$ cat src/rtl/sync_length_frame_receiver_macros.svh
// Assertion macros for the frame receiver.
// Each macro expects signals named clk and rst in the calling scope.
`ifndef SYNC_LENGTH_FRAME_RECEIVER_MACROS_SVH
`define SYNC_LENGTH_FRAME_RECEIVER_MACROS_SVH

`ifndef SYNTHESIS

`define SLFR_ASSERT_IMP(label, ante, cons) \
  label: assert property (@(posedge clk) disable iff (rst) (ante) |-> (cons)) \
    else $error("slfr assertion failed");

`define SLFR_ASSERT_NXT(label, ante, cons) \
  label: assert property (@(posedge clk) disable iff (rst) (ante) |=> (cons)) \
    else $error("slfr assertion failed");

`else

`define SLFR_ASSERT_IMP(label, ante, cons)

`define SLFR_ASSERT_NXT(label, ante, cons)

`endif

`endif

$ cat src/rtl/slfr_pkg.sv
`default_nettype none

package slfr_pkg;

  localparam int MAX_PAYLOAD = 16;
  localparam int PAYLOAD_AW  = $clog2(MAX_PAYLOAD);
  localparam int LEN_W       = 5;
  localparam int CFG_IDX_W   = 2;
  localparam int OUT_DATA_W  = 48;
  localparam int OUT_USER_W  = 3;

  localparam logic [LEN_W-1:0] MAX_PAYLOAD_LEN = LEN_W'(MAX_PAYLOAD);

  typedef enum logic [2:0] {
    PH_SYNC1 = 3'd0,
    PH_SYNC2 = 3'd1,
    PH_TYPE  = 3'd2,
    PH_LEN   = 3'd3,
    PH_DATA  = 3'd4,
    PH_CHECK = 3'd5,
    PH_EMIT  = 3'd6
  } phase_t;

  typedef enum logic [1:0] {
    ST_GOOD      = 2'd0,
    ST_BAD_CHECK = 2'd1,
    ST_TOO_LONG  = 2'd2
  } status_t;

  typedef enum logic [CFG_IDX_W-1:0] {
    REG_SYNC_FIRST  = 2'd0,
    REG_SYNC_SECOND = 2'd1,
    REG_MAX_LENGTH  = 2'd2
  } reg_idx_t;

  localparam logic [7:0]       SYNC_FIRST_RST  = 8'hAA;
  localparam logic [7:0]       SYNC_SECOND_RST = 8'h55;
  localparam logic [LEN_W-1:0] MAX_LENGTH_RST  = 5'd16;

endpackage

`default_nettype wire

$ cat src/rtl/slfr_ram.sv
`default_nettype none

module slfr_ram #(
  parameter int WIDTH = 8,
  parameter int DEPTH = 16,
  localparam int AW = (DEPTH > 1) ? $clog2(DEPTH) : 1
) (
  input  wire logic             clk,
  input  wire logic             wr_en,
  input  wire logic [AW-1:0]    wr_addr,
  input  wire logic [WIDTH-1:0] wr_data,
  input  wire logic             rd_en,
  input  wire logic [AW-1:0]    rd_addr,
  output logic      [WIDTH-1:0] rd_data
);

  logic [WIDTH-1:0] mem [DEPTH];

  always_ff @(posedge clk) begin
    if (wr_en) begin
      mem[wr_addr] <= wr_data;
    end
    if (rd_en) begin
      rd_data <= mem[rd_addr];
    end
  end

endmodule

`default_nettype wire

$ cat src/rtl/sync_length_frame_receiver.sv
// Frame receiver for a byte stream: sync one, sync two, type, length,
// payload, XOR check over type, length and payload.
// Input channel s_axis carries one received byte per transfer. Output
// channel m_axis carries result items; tlast marks the final item of a run.
// Configuration channel cfg writes sync_first (0), sync_second (1) and
// max_length (2); write it only while no frame is in progress.
// An oversize length byte, a bad check byte or the check byte of an empty
// frame loads its result into the output register when it is taken.
// A good frame of N payload bytes is read back from the payload RAM one
// entry per cycle while the output register is free: each result passes
// through the RAM read register and then the output register, and
// s_axis_tready stays low until the last one is loaded.
// Throughput: one byte per cycle while the output register is free.
// The single output register holds a result while m_axis_tready is low; the
// input is then stalled as well, and the emission run pauses.
// Reset (rst, synchronous) returns to waiting for sync one, restores the
// register defaults and drops any pending result. No clearing pass is needed.
`default_nettype none
`include "sync_length_frame_receiver_macros.svh"

module sync_length_frame_receiver
  import slfr_pkg::*;
(
  input  wire logic                  clk,
  input  wire logic                  rst,
  input  wire logic                  s_axis_tvalid,
  output logic                       s_axis_tready,
  input  wire logic [7:0]            s_axis_tdata,   // [7:0] rx_byte
  output logic                       m_axis_tvalid,
  input  wire logic                  m_axis_tready,
  // [7:0] frame_type, [15:8] frame_length, [23:16] payload_byte,
  // [27:24] byte_position, [35:28] received_check, [43:36] computed_check,
  // [47:44] zero
  output logic [OUT_DATA_W-1:0]      m_axis_tdata,
  output logic [OUT_USER_W-1:0]      m_axis_tuser,   // [1:0] status, [2] payload_valid
  output logic                       m_axis_tlast,
  input  wire logic                  cfg_valid,
  output logic                       cfg_ready,
  input  wire logic [CFG_IDX_W-1:0]  cfg_index,
  input  wire logic [7:0]            cfg_data
);

  phase_t phase, phase_next;

  logic [7:0]            sync_first;
  logic [7:0]            sync_second;
  logic [LEN_W-1:0]      max_length;
  logic [LEN_W-1:0]      limit;

  logic [7:0]            held_type;
  logic [LEN_W-1:0]      held_length;
  logic [7:0]            running_check;
  logic [7:0]            rx_check;
  logic [PAYLOAD_AW-1:0] wr_idx;
  logic [PAYLOAD_AW-1:0] rd_idx;

  logic [7:0]            ram_rdata;
  logic                  ram_wr_en;
  logic                  ram_rd_en;
  logic [PAYLOAD_AW-1:0] ram_rd_addr;

  logic                  s_fire;
  logic                  slot_free;
  logic [7:0]            rx;
  logic [7:0]            len_check;
  logic                  too_long;
  logic                  check_ok;
  logic                  data_done;
  logic                  emit_last;

  logic                  out_load;
  status_t               out_status, out_status_next;
  logic [7:0]            out_length, out_length_next;
  logic [7:0]            out_payload, out_payload_next;
  logic [PAYLOAD_AW-1:0] out_pos, out_pos_next;
  logic                  out_pvalid, out_pvalid_next;
  logic [7:0]            out_rcheck, out_rcheck_next;
  logic [7:0]            out_ccheck, out_ccheck_next;
  logic [7:0]            out_type, out_type_next;
  logic                  out_last, out_last_next;

  assign rx        = s_axis_tdata;
  assign s_fire    = s_axis_tvalid && s_axis_tready;
  assign slot_free = !m_axis_tvalid || m_axis_tready;
  assign cfg_ready = 1'b1;

  assign limit     = (max_length > MAX_PAYLOAD_LEN) ? MAX_PAYLOAD_LEN : max_length;
  assign len_check = running_check ^ rx;
  assign too_long  = rx > {3'b000, limit};
  assign check_ok  = rx == running_check;
  assign data_done = ({1'b0, wr_idx} + LEN_W'(1)) >= held_length;
  assign emit_last = ({1'b0, rd_idx} + LEN_W'(1)) == held_length;

  // configuration registers
  always_ff @(posedge clk) begin
    if (rst) begin
      sync_first  <= SYNC_FIRST_RST;
      sync_second <= SYNC_SECOND_RST;
      max_length  <= MAX_LENGTH_RST;
    end else if (cfg_valid && cfg_ready) begin
      unique case (cfg_index)
        REG_SYNC_FIRST:  sync_first  <= cfg_data;
        REG_SYNC_SECOND: sync_second <= cfg_data;
        REG_MAX_LENGTH:  max_length  <= cfg_data[LEN_W-1:0];
        default: ;
      endcase
    end
  end

  // next phase
  always_comb begin
    phase_next = phase;
    unique case (phase)
      PH_SYNC2: if (s_fire) phase_next = (rx == sync_second) ? PH_TYPE : PH_SYNC1;
      PH_TYPE:  if (s_fire) phase_next = PH_LEN;
      PH_LEN: begin
        if (s_fire) begin
          if (too_long)        phase_next = PH_SYNC1;
          else if (rx == 8'd0) phase_next = PH_CHECK;
          else                 phase_next = PH_DATA;
        end
      end
      PH_DATA:  if (s_fire && data_done) phase_next = PH_CHECK;
      PH_CHECK: begin
        if (s_fire) begin
          phase_next = (check_ok && held_length != '0) ? PH_EMIT : PH_SYNC1;
        end
      end
      PH_EMIT:  if (slot_free && emit_last) phase_next = PH_SYNC1;
      default:  if (s_fire) phase_next = (rx == sync_first) ? PH_SYNC2 : PH_SYNC1;
    endcase
  end

  // phase outputs: handshake, RAM control, result load
  always_comb begin
    s_axis_tready    = slot_free;
    ram_wr_en        = 1'b0;
    ram_rd_en        = 1'b0;
    ram_rd_addr      = '0;
    out_load         = 1'b0;
    out_status_next  = ST_GOOD;
    out_type_next    = held_type;
    out_length_next  = {3'b000, held_length};
    out_payload_next = '0;
    out_pos_next     = '0;
    out_pvalid_next  = 1'b0;
    out_rcheck_next  = rx;
    out_ccheck_next  = running_check;
    out_last_next    = 1'b1;
    unique case (phase)
      PH_LEN: begin
        if (s_fire && too_long) begin
          out_load        = 1'b1;
          out_status_next = ST_TOO_LONG;
          out_length_next = rx;
          out_rcheck_next = '0;
          out_ccheck_next = len_check;
        end
      end
      PH_DATA: ram_wr_en = s_fire;
      PH_CHECK: begin
        if (s_fire) begin
          if (!check_ok) begin
            out_load        = 1'b1;
            out_status_next = ST_BAD_CHECK;
          end else if (held_length == '0) begin
            out_load = 1'b1;
          end else begin
            ram_rd_en = 1'b1;
          end
        end
      end
      PH_EMIT: begin
        s_axis_tready    = 1'b0;
        out_load         = slot_free;
        out_payload_next = ram_rdata;
        out_pos_next     = rd_idx;
        out_pvalid_next  = 1'b1;
        out_rcheck_next  = rx_check;
        out_last_next    = emit_last;
        ram_rd_en        = slot_free && !emit_last;
        ram_rd_addr      = rd_idx + PAYLOAD_AW'(1);
      end
      default: ;
    endcase
  end

  // frame datapath
  always_ff @(posedge clk) begin
    if (rst) begin
      phase         <= PH_SYNC1;
      held_type     <= '0;
      held_length   <= '0;
      running_check <= '0;
      wr_idx        <= '0;
      rd_idx        <= '0;
    end else begin
      phase <= phase_next;
      if (s_fire) begin
        unique case (phase)
          PH_TYPE: begin
            held_type     <= rx;
            running_check <= rx;
          end
          PH_LEN: begin
            running_check <= len_check;
            wr_idx        <= '0;
            held_length   <= too_long ? '0 : rx[LEN_W-1:0];
          end
          PH_DATA: begin
            running_check <= len_check;
            wr_idx        <= wr_idx + PAYLOAD_AW'(1);
          end
          default: ;
        endcase
      end
      if (phase == PH_CHECK && s_fire) begin
        rd_idx <= '0;
      end else if (phase == PH_EMIT && slot_free) begin
        rd_idx <= rd_idx + PAYLOAD_AW'(1);
      end
    end
  end

  always_ff @(posedge clk) begin
    if (phase == PH_CHECK && s_fire) begin
      rx_check <= rx;
    end
  end

  // output register
  always_ff @(posedge clk) begin
    if (rst) begin
      m_axis_tvalid <= 1'b0;
    end else if (out_load) begin
      m_axis_tvalid <= 1'b1;
    end else if (m_axis_tready) begin
      m_axis_tvalid <= 1'b0;
    end
  end

  always_ff @(posedge clk) begin
    if (out_load) begin
      out_status  <= out_status_next;
      out_type    <= out_type_next;
      out_length  <= out_length_next;
      out_payload <= out_payload_next;
      out_pos     <= out_pos_next;
      out_pvalid  <= out_pvalid_next;
      out_rcheck  <= out_rcheck_next;
      out_ccheck  <= out_ccheck_next;
      out_last    <= out_last_next;
    end
  end

  assign m_axis_tdata = {4'b0000, out_ccheck, out_rcheck, out_pos, out_payload,
                         out_length, out_type};
  assign m_axis_tuser = {out_pvalid, out_status};
  assign m_axis_tlast = out_last;

  slfr_ram #(
    .WIDTH(8),
    .DEPTH(MAX_PAYLOAD)
  ) u_payload_ram (
    .clk     (clk),
    .wr_en   (ram_wr_en),
    .wr_addr (wr_idx),
    .wr_data (rx),
    .rd_en   (ram_rd_en),
    .rd_addr (ram_rd_addr),
    .rd_data (ram_rdata)
  );

  `SLFR_ASSERT_IMP(a_len_in_range, 1'b1, held_length <= MAX_PAYLOAD_LEN)
  `SLFR_ASSERT_IMP(a_wr_in_frame, phase == PH_DATA, {1'b0, wr_idx} < held_length)
  `SLFR_ASSERT_IMP(a_rd_in_frame, phase == PH_EMIT, {1'b0, rd_idx} < held_length)
  `SLFR_ASSERT_NXT(a_run_ends, phase == PH_EMIT && out_load && out_last_next,
                   phase == PH_SYNC1 && m_axis_tvalid && m_axis_tlast)
  `SLFR_ASSERT_IMP(a_no_input_in_run, phase == PH_EMIT, !s_axis_tready)

endmodule

`default_nettype wire

$ cat config.mk
export PLATFORM = sky130hd
export DESIGN_NAME = sync_length_frame_receiver
export DESIGN_NICKNAME = d
export VERILOG_FILES = /design/src/rtl/slfr_pkg.sv /design/src/rtl/slfr_ram.sv /design/src/rtl/sync_length_frame_receiver.sv
export VERILOG_INCLUDE_DIRS = /design/src /design/src/rtl
export SDC_FILE = /design/constraint.sdc
export NUM_CORES = 1
export LEC_CHECK = 0
export BUFFER_PORTS_ARGS = -buffer_cell sky130_fd_sc_hd__buf_4
export CAP_MARGIN = 20
export CORE_MARGIN = 3
export CORE_UTILIZATION = 42
export CTS_CLUSTER_SIZE = 20
export DETAILED_ROUTE_END_ITERATION = 10
export PLACE_DENSITY = 0.71
export SLEW_MARGIN = 10
export SYNTH_ARGS = -nofsm -noshare
export SYNTH_HDL_FRONTEND = slang
export SYNTH_HIERARCHICAL = 1
export SYNTH_SLANG_ARGS = --single-unit
$ cat constraint.sdc
create_clock -name clk -period 5.1 [get_ports clk]
set_input_delay 0.255 -clock clk [delete_from_list [all_inputs] [get_ports clk]]
set_output_delay 0.255 -clock clk [all_outputs]
set_load 0.05 [all_outputs]
# Yosys cells after proc, flatten, opt, wreduce, memory -nomap -nowiden
# Memory sizes are Yosys's and may differ from the RTL's. A register that Yosys moved wholly into a read port is not among the register bits.
# Cells that the tools add are included.
# totals
ff_bits	110
mem_bits_rw	128
out_inout_bits	55
memories	1
# op_classes
addsub	4
order_cmp	3
n_eq_ne	18
mux	44
bitwise_logic	1
n_reduce_logical	30
# mem_list
name	depth	width	rd	rd_ports_with_merged_regs	wr	line	text
u_payload_ram.mem	16	8	1	1	1	slfr_ram.sv:17	logic [WIDTH-1:0] mem [DEPTH];
# ops
cell	count
one-hot mux 8 bit (2 select lines)	2
two-way mux 3 bit	9
equality test 8 bit	3
two-way mux 8 bit	3
two-way mux 5 bit	4
two-way mux 1 bit	18
one-hot mux 3 bit (6 select lines)	1
AND reduction 2 bit	8
!= test 2 bit (second input constant)	6
adder 4 x 1 -> 5 bit (second input constant)	2
equality test 3 bit (second input constant)	3
adder 4 x 1 -> 4 bit (second input constant)	2
> comparator 8 x 5 -> 1 bit	1
logical AND 1 bit	8
zero test 8 bit	1
one-hot mux 4 bit (2 select lines)	1
bitwise XOR 8 bit	1
AND reduction 7 bit	1
equality test 3 x 2 -> 1 bit (second input constant)	2
nonzero test 2 bit	3
equality test 5 bit	1
>= comparator 5 bit	1
> comparator 5 bit (second input constant)	1
zero test 5 bit	1
other kinds (14)	17

# Depth between registers and ports, before layout
# depth
ltp_word	8
ltp_mapped	10
ltp_nobuf	9

# By module
# Netlist, hierarchy kept.
# modules_own_cells
module	n_inst	cells_per_inst	area_each_um2
slfr_ram	1	229	5227.5
sync_length_frame_receiver	1	496	5157.4

# Worst setup path after synthesis
# No wires, ideal clock.
# synth_timing
kind	flip-flop to flip-flop
startpoint	register phase[0]
endpoint	register out_last, in the netlist m_axis_tlast, enable pin
setup_ps	520
t_arrival_ps	4425
path_slack_ps	155
path_stages_with_launch	6
period_less_slack_ps	4945
cell_sequence	dfxtp_1 -> buf_2 -> and2b_1 -> nand2_1 -> clkbuf_1 -> o21ai_0
# synth_via
elab_chain_cells	6
# synth_lines
element	line	text
from (decl)	sync_length_frame_receiver.sv:43	phase_t phase, phase_next;
from (signal assigned)	sync_length_frame_receiver.sv:198	phase <= phase_next;
equality test 3 bit	sync_length_frame_receiver.sv:150	unique case (phase)
two-way mux 1 bit	sync_length_frame_receiver.sv:150	
logical AND 1 bit	sync_length_frame_receiver.sv:83	assign s_fire = s_axis_tvalid && s_axis_tready;
logical AND 1 bit	sync_length_frame_receiver.sv:152	if (s_fire && too_long) begin
two-way mux 1 bit	sync_length_frame_receiver.sv:152	
one-hot mux 1 bit (3 select lines) *	sync_length_frame_receiver.sv:150	
via out_load	sync_length_frame_receiver.sv:71	logic out_load;
to (signal assigned)	sync_length_frame_receiver.sv:252	out_last <= out_last_next;
to (decl)	sync_length_frame_receiver.sv:80	logic out_last, out_last_next;
# The timed path passes the listed nets; every way through them passes the cells marked *.
# A chain may end at the register's enable or synchronous reset.

# Final worst setup path
# layout_timing
startpoint	register phase[2]
endpoint	register u_payload_ram.rd_data[6], read port of u_payload_ram.mem, data pin
# layout_rtl
element	line	text
equality test 3 bit	sync_length_frame_receiver.sv:150	
two-way mux 4 bit	sync_length_frame_receiver.sv:150	
via ram_rd_addr[0]	sync_length_frame_receiver.sv:60	logic [PAYLOAD_AW-1:0] ram_rd_addr;
to (decl)	slfr_ram.sv:14	output logic [WIDTH-1:0] rd_data
# The timed path passes the listed nets, and every way through them passes these cells.

==> flow_summary.yaml <==
floorplan:
  core_area_um2: 23890
  num_io_pins: 78
  dieHeight_um: 163.2
  chipWidth_um: 163.2
  num_rows: 56
  die_area_um2: 26650
  start_util_pct: 43.46
logic_synthesis:
  ys_async_sr_fraction_pct: 0
  syn_area_um2: 10380
  synth-edff-count: 192
  yosys.area.top_type: "edfxtp_1"
  synth_fa_ha_area_share_pct: 1.446
  synth-xor-area-share_pct: 3.795
  ys_ff_latch: 246
  yosysWarnings: 6
  synth.avg_cell_area_um2: 14.32
  synthCells: 725
  synthSimpleGateAreaFrac_pct: 9.940
  yosysSeqAreaShare_pct: 65.93
  synth_area_leaders: "edfxtp_1, dfxtp_1, mux4_2"
  synth_compound_area_share_pct: 6.229
  synth_top_area_share_pct: 55.52
  synthDistinctLibCells: 55
  muxShareOfSynthArea_pct: 9.566
  synth_ff_type: "edfxtp_1"
  synth_top_family_by_area: "simple AND/OR/NAND/NOR gates"
cells_and_area:
  nets: 828
  finish.utilization_pct: 50.20
  final_cells: 1130
  synthToLayoutAreaGrowth_pct: 15.49
  fillers: 1998
  antennaDiodeCount: 0
  drive_gt1_share_pct: 17.39
drt:
  via_per_inst: 5.358
  dr.first_iter.drc_count: 514
  post-route-drc-count: 0
  wire_per_inst_um: 19.06
  ant_nets: 0
  firstDrtPassIters: 4
  routed_wl_um: 21540
  via_count: 6055
critical_path:
  path_common_cell: "nand2_1"
  required_ns: 5.34
  critPathSlowestCell: "nor2_4"
  crit_family: "simple AND/OR/NAND/NOR gates"
  cp.arrival_ns: 3.88
  end_kind: "flop"
  reg2reg_from: "phase[2]$_SDFFE_PP0P_"
  worstPathMaxFanout: 20
  rr_worst_depth: 7
  path_class: "flop to flop"
  worstSetupStartpointType: "flop"
  crit_buf_inv: 1
  rrSetupSlack_ns: 1.46
  max_stage_delay_ns: 0.59
  r2r_end: "u_payload_ram/rd_data[6]$_DFFE_PP_"
  worstPathCellList: "and2b_1, nand2_1, nor2_4, buf_4, mux4_2, a22oi_1, nand2_1"
power_and_ir_drop:
  vdd_drop_max_mv: 0.2390
  p_switching_mw: 0.8944
  powerDensity_nw_per_um2: 351.9
  p_sw_share_pct: 21.19
  leakage_nw: 4.258
  intPower_mw: 3.326
  pwr-share-seq_pct: 52.5
  pwr-share-comb_pct: 6.0
  pwr-share-clk_pct: 41.5
grt:
  grt_max_degree: 57
  grt_overflow_total: 0
  antenna_found_initial: 0
  first_global_vias: 5969
  grt_pass1_wl_um: 33750
  track_usage_pct: 16.20
clocking:
  h-tree-depth: 1
  cts_made_buffers: 24
  cts_setup_buffers: 0
  path_clk_slew_ns: 0.06
  hold_buffers: 6
  cts_tree: "built"
  cts_root_buf: "clkbuf_16"
  cts.sinks: 246
  insertion_delay_ns: 0.51
  cts_buffer_depth: 3
  cts_resized: 0
flow_run:
  drv_cap: 0
sta:
  slew_headroom_pct: 37.80
  hold_viol: 0
  period_share_pct: 71.32
  setup_viol: 0
  finalSetupTns_ns: 0
  timing.final.max_slew_violations: 0
  worstMarginPinSlew_ns: 0.9295
  min_period_ns: 3.637
  rsz0062_at_grt: "no"
  fmax_ghz: 0.2749
  postLayoutSetupSlackWorst_ns: 1.463
  fin_worst_skew_ns: 0.01374
run_status:
  status: "complete, no violations"
worst_hold_path:
  min_from: "cfg_data[0]"
  hold_path_class: "input port to flop"
  whs_endpoint: "sync_first[0]$_SDFFE_PP0P_"
  worstHoldPathCells: 3
placement:
  dp_hpwl_um: 13730
  gp_congestion: 0.8325
  portBuffers: 72
  pre_cts_slack_ns: 1.533
  dpl.cell_count: 1080
power by group through the flow:
| stage | registers [mW] | logic (mW) | clock network [mW] |
|---|---|---|---|
| 5_1_grt | 2.22 | 0.278 | 1.87 |
| 6_report | 2.22 | 0.253 | 1.75 |
| 2_1_floorplan | 2.28 | 0.155 | 0 |
| 3_3_place_gp | 2.26 | 0.245 | 0 |
| 4_1_cts | 2.22 | 0.254 | 1.79 |
| 3_5_place_dp | 2.26 | 0.250 | 0 |
final cells by class:
type | count | area, um2 | area share [%]
clock buffer | 30 | 644.4 | 5.372
clock inverter | 14 | 142.6 | 1.189
inverter | 11 | 41.29 | 0.3443
multi-input combinational | 424 | 3259 | 27.18
sequential | 246 | 6847 | 57.08
tap | 319 | 399.1 | 3.328
timing repair buffer | 86 | 660.6 | 5.508
cells in the mapped netlist (15+ instances only):
master	instances
xnor2_1	28
and3_1	15
o21ai_0	33
buf_2	17
edfxtp_1	192
mux4_2	18
nor2_1	65
xor2_1	17
dfxtp_1	54
nand2_1	56
a22oi_1	26
mux2i_1	22
worst min-delay path: cells and delay by family:
kind                   cells  cell delay, ns
multiplexers               1            0.06
AND/OR/NAND/NOR            1            0.07
buffers and inverters      1            0.10
state kept, by name, indices dropped and copies added, names as in the netlist, 5 cells and up:
register and count:
out_length 8, running_check 8, out_ccheck 8, out_type 8
out_rcheck 8, u_payload_ram/mem 128, held_length 5, sync_second 8
rx_check 8, u_payload_ram/rd_data 8, max_length 5, held_type 8
out_payload 8, sync_first 8
routing by layer:
layer | GRT usage [%] | vias to the layer above | part of all wire (%)
met5 | 0 | - | 0
met4 | 4.114 | 0 | 2.0
met3 | 2.663 | 25 | 6.0
met2 | 27.25 | 188 | 49
met1 | 22.08 | 3001 | 43
li1 | - | 2841 | -
worst max-delay path by stage:
stage               slack, ns                                 end                   from  depth (start not counted)
finish                   1.46  u_payload_ram/rd_data[6]$_DFFE_PP_  phase[2]$_SDFFE_PP0P_                          7
global route             1.16  u_payload_ram/rd_data[0]$_DFFE_PP_  phase[2]$_SDFFE_PP0P_                          7
CTS                      1.51  u_payload_ram/rd_data[4]$_DFFE_PP_  phase[2]$_SDFFE_PP0P_                          7
detailed placement       1.53  u_payload_ram/rd_data[4]$_DFFE_PP_  phase[2]$_SDFFE_PP0P_                          7
global placement         1.65  u_payload_ram/rd_data[0]$_DFFE_PP_  phase[2]$_SDFFE_PP0P_                          7
floorplan                0.16          m_axis_tlast$_SDFFCE_PN1P_  phase[0]$_SDFFE_PP0P_                          5
layout by cell type, fill, tap and decap left out, drive strengths merged, types with 4 or more instances in the layout:
cell type,count
nor3,14
a22oi,26
ha,12
nand3,8
nor2b,8
inv,11
xor2,17
and2,6
nand4,4
mux2i,22
and3,16
conb,5
edfxtp,192
mux4,32
a21oi,15
clkinv,10
clkbuf,30
dlygate4sd3,6
xnor2,28
nand3b,5
a211o,9
o21ai,33
dfxtp,54
nand2b,11
nand2,57
a211oi,6
buf,80
nor2,65
kinds of logic (layout without fill, tap and decap cells):
kind of cell,count (synthesis),after routing
DFF,246,246
and+or+nand+nor,211,211
AOI/OAI and AO/OA,97,97
buffers and inverters,58,141
muxes,54,54
xor gates and xnor gates,45,45
adders and majority gates,12,12
other,2,5
per-stage QoR:
stage | total power [mW] | hold WS (ns) | cell area, um2
after floorplan | 2.431 | 0.3539 | 10400
after global placement | 2.501 | 0.4143 | 11150
after detailed placement | 2.508 | 0.4148 | 11150
after CTS | 4.264 | 0.005211 | 11990
after global routing | 4.365 | 0.01470 | 11990
final | 4.220 | 0.01520 | 11990
No activity file was read; power rests on OpenSTA's default activity.
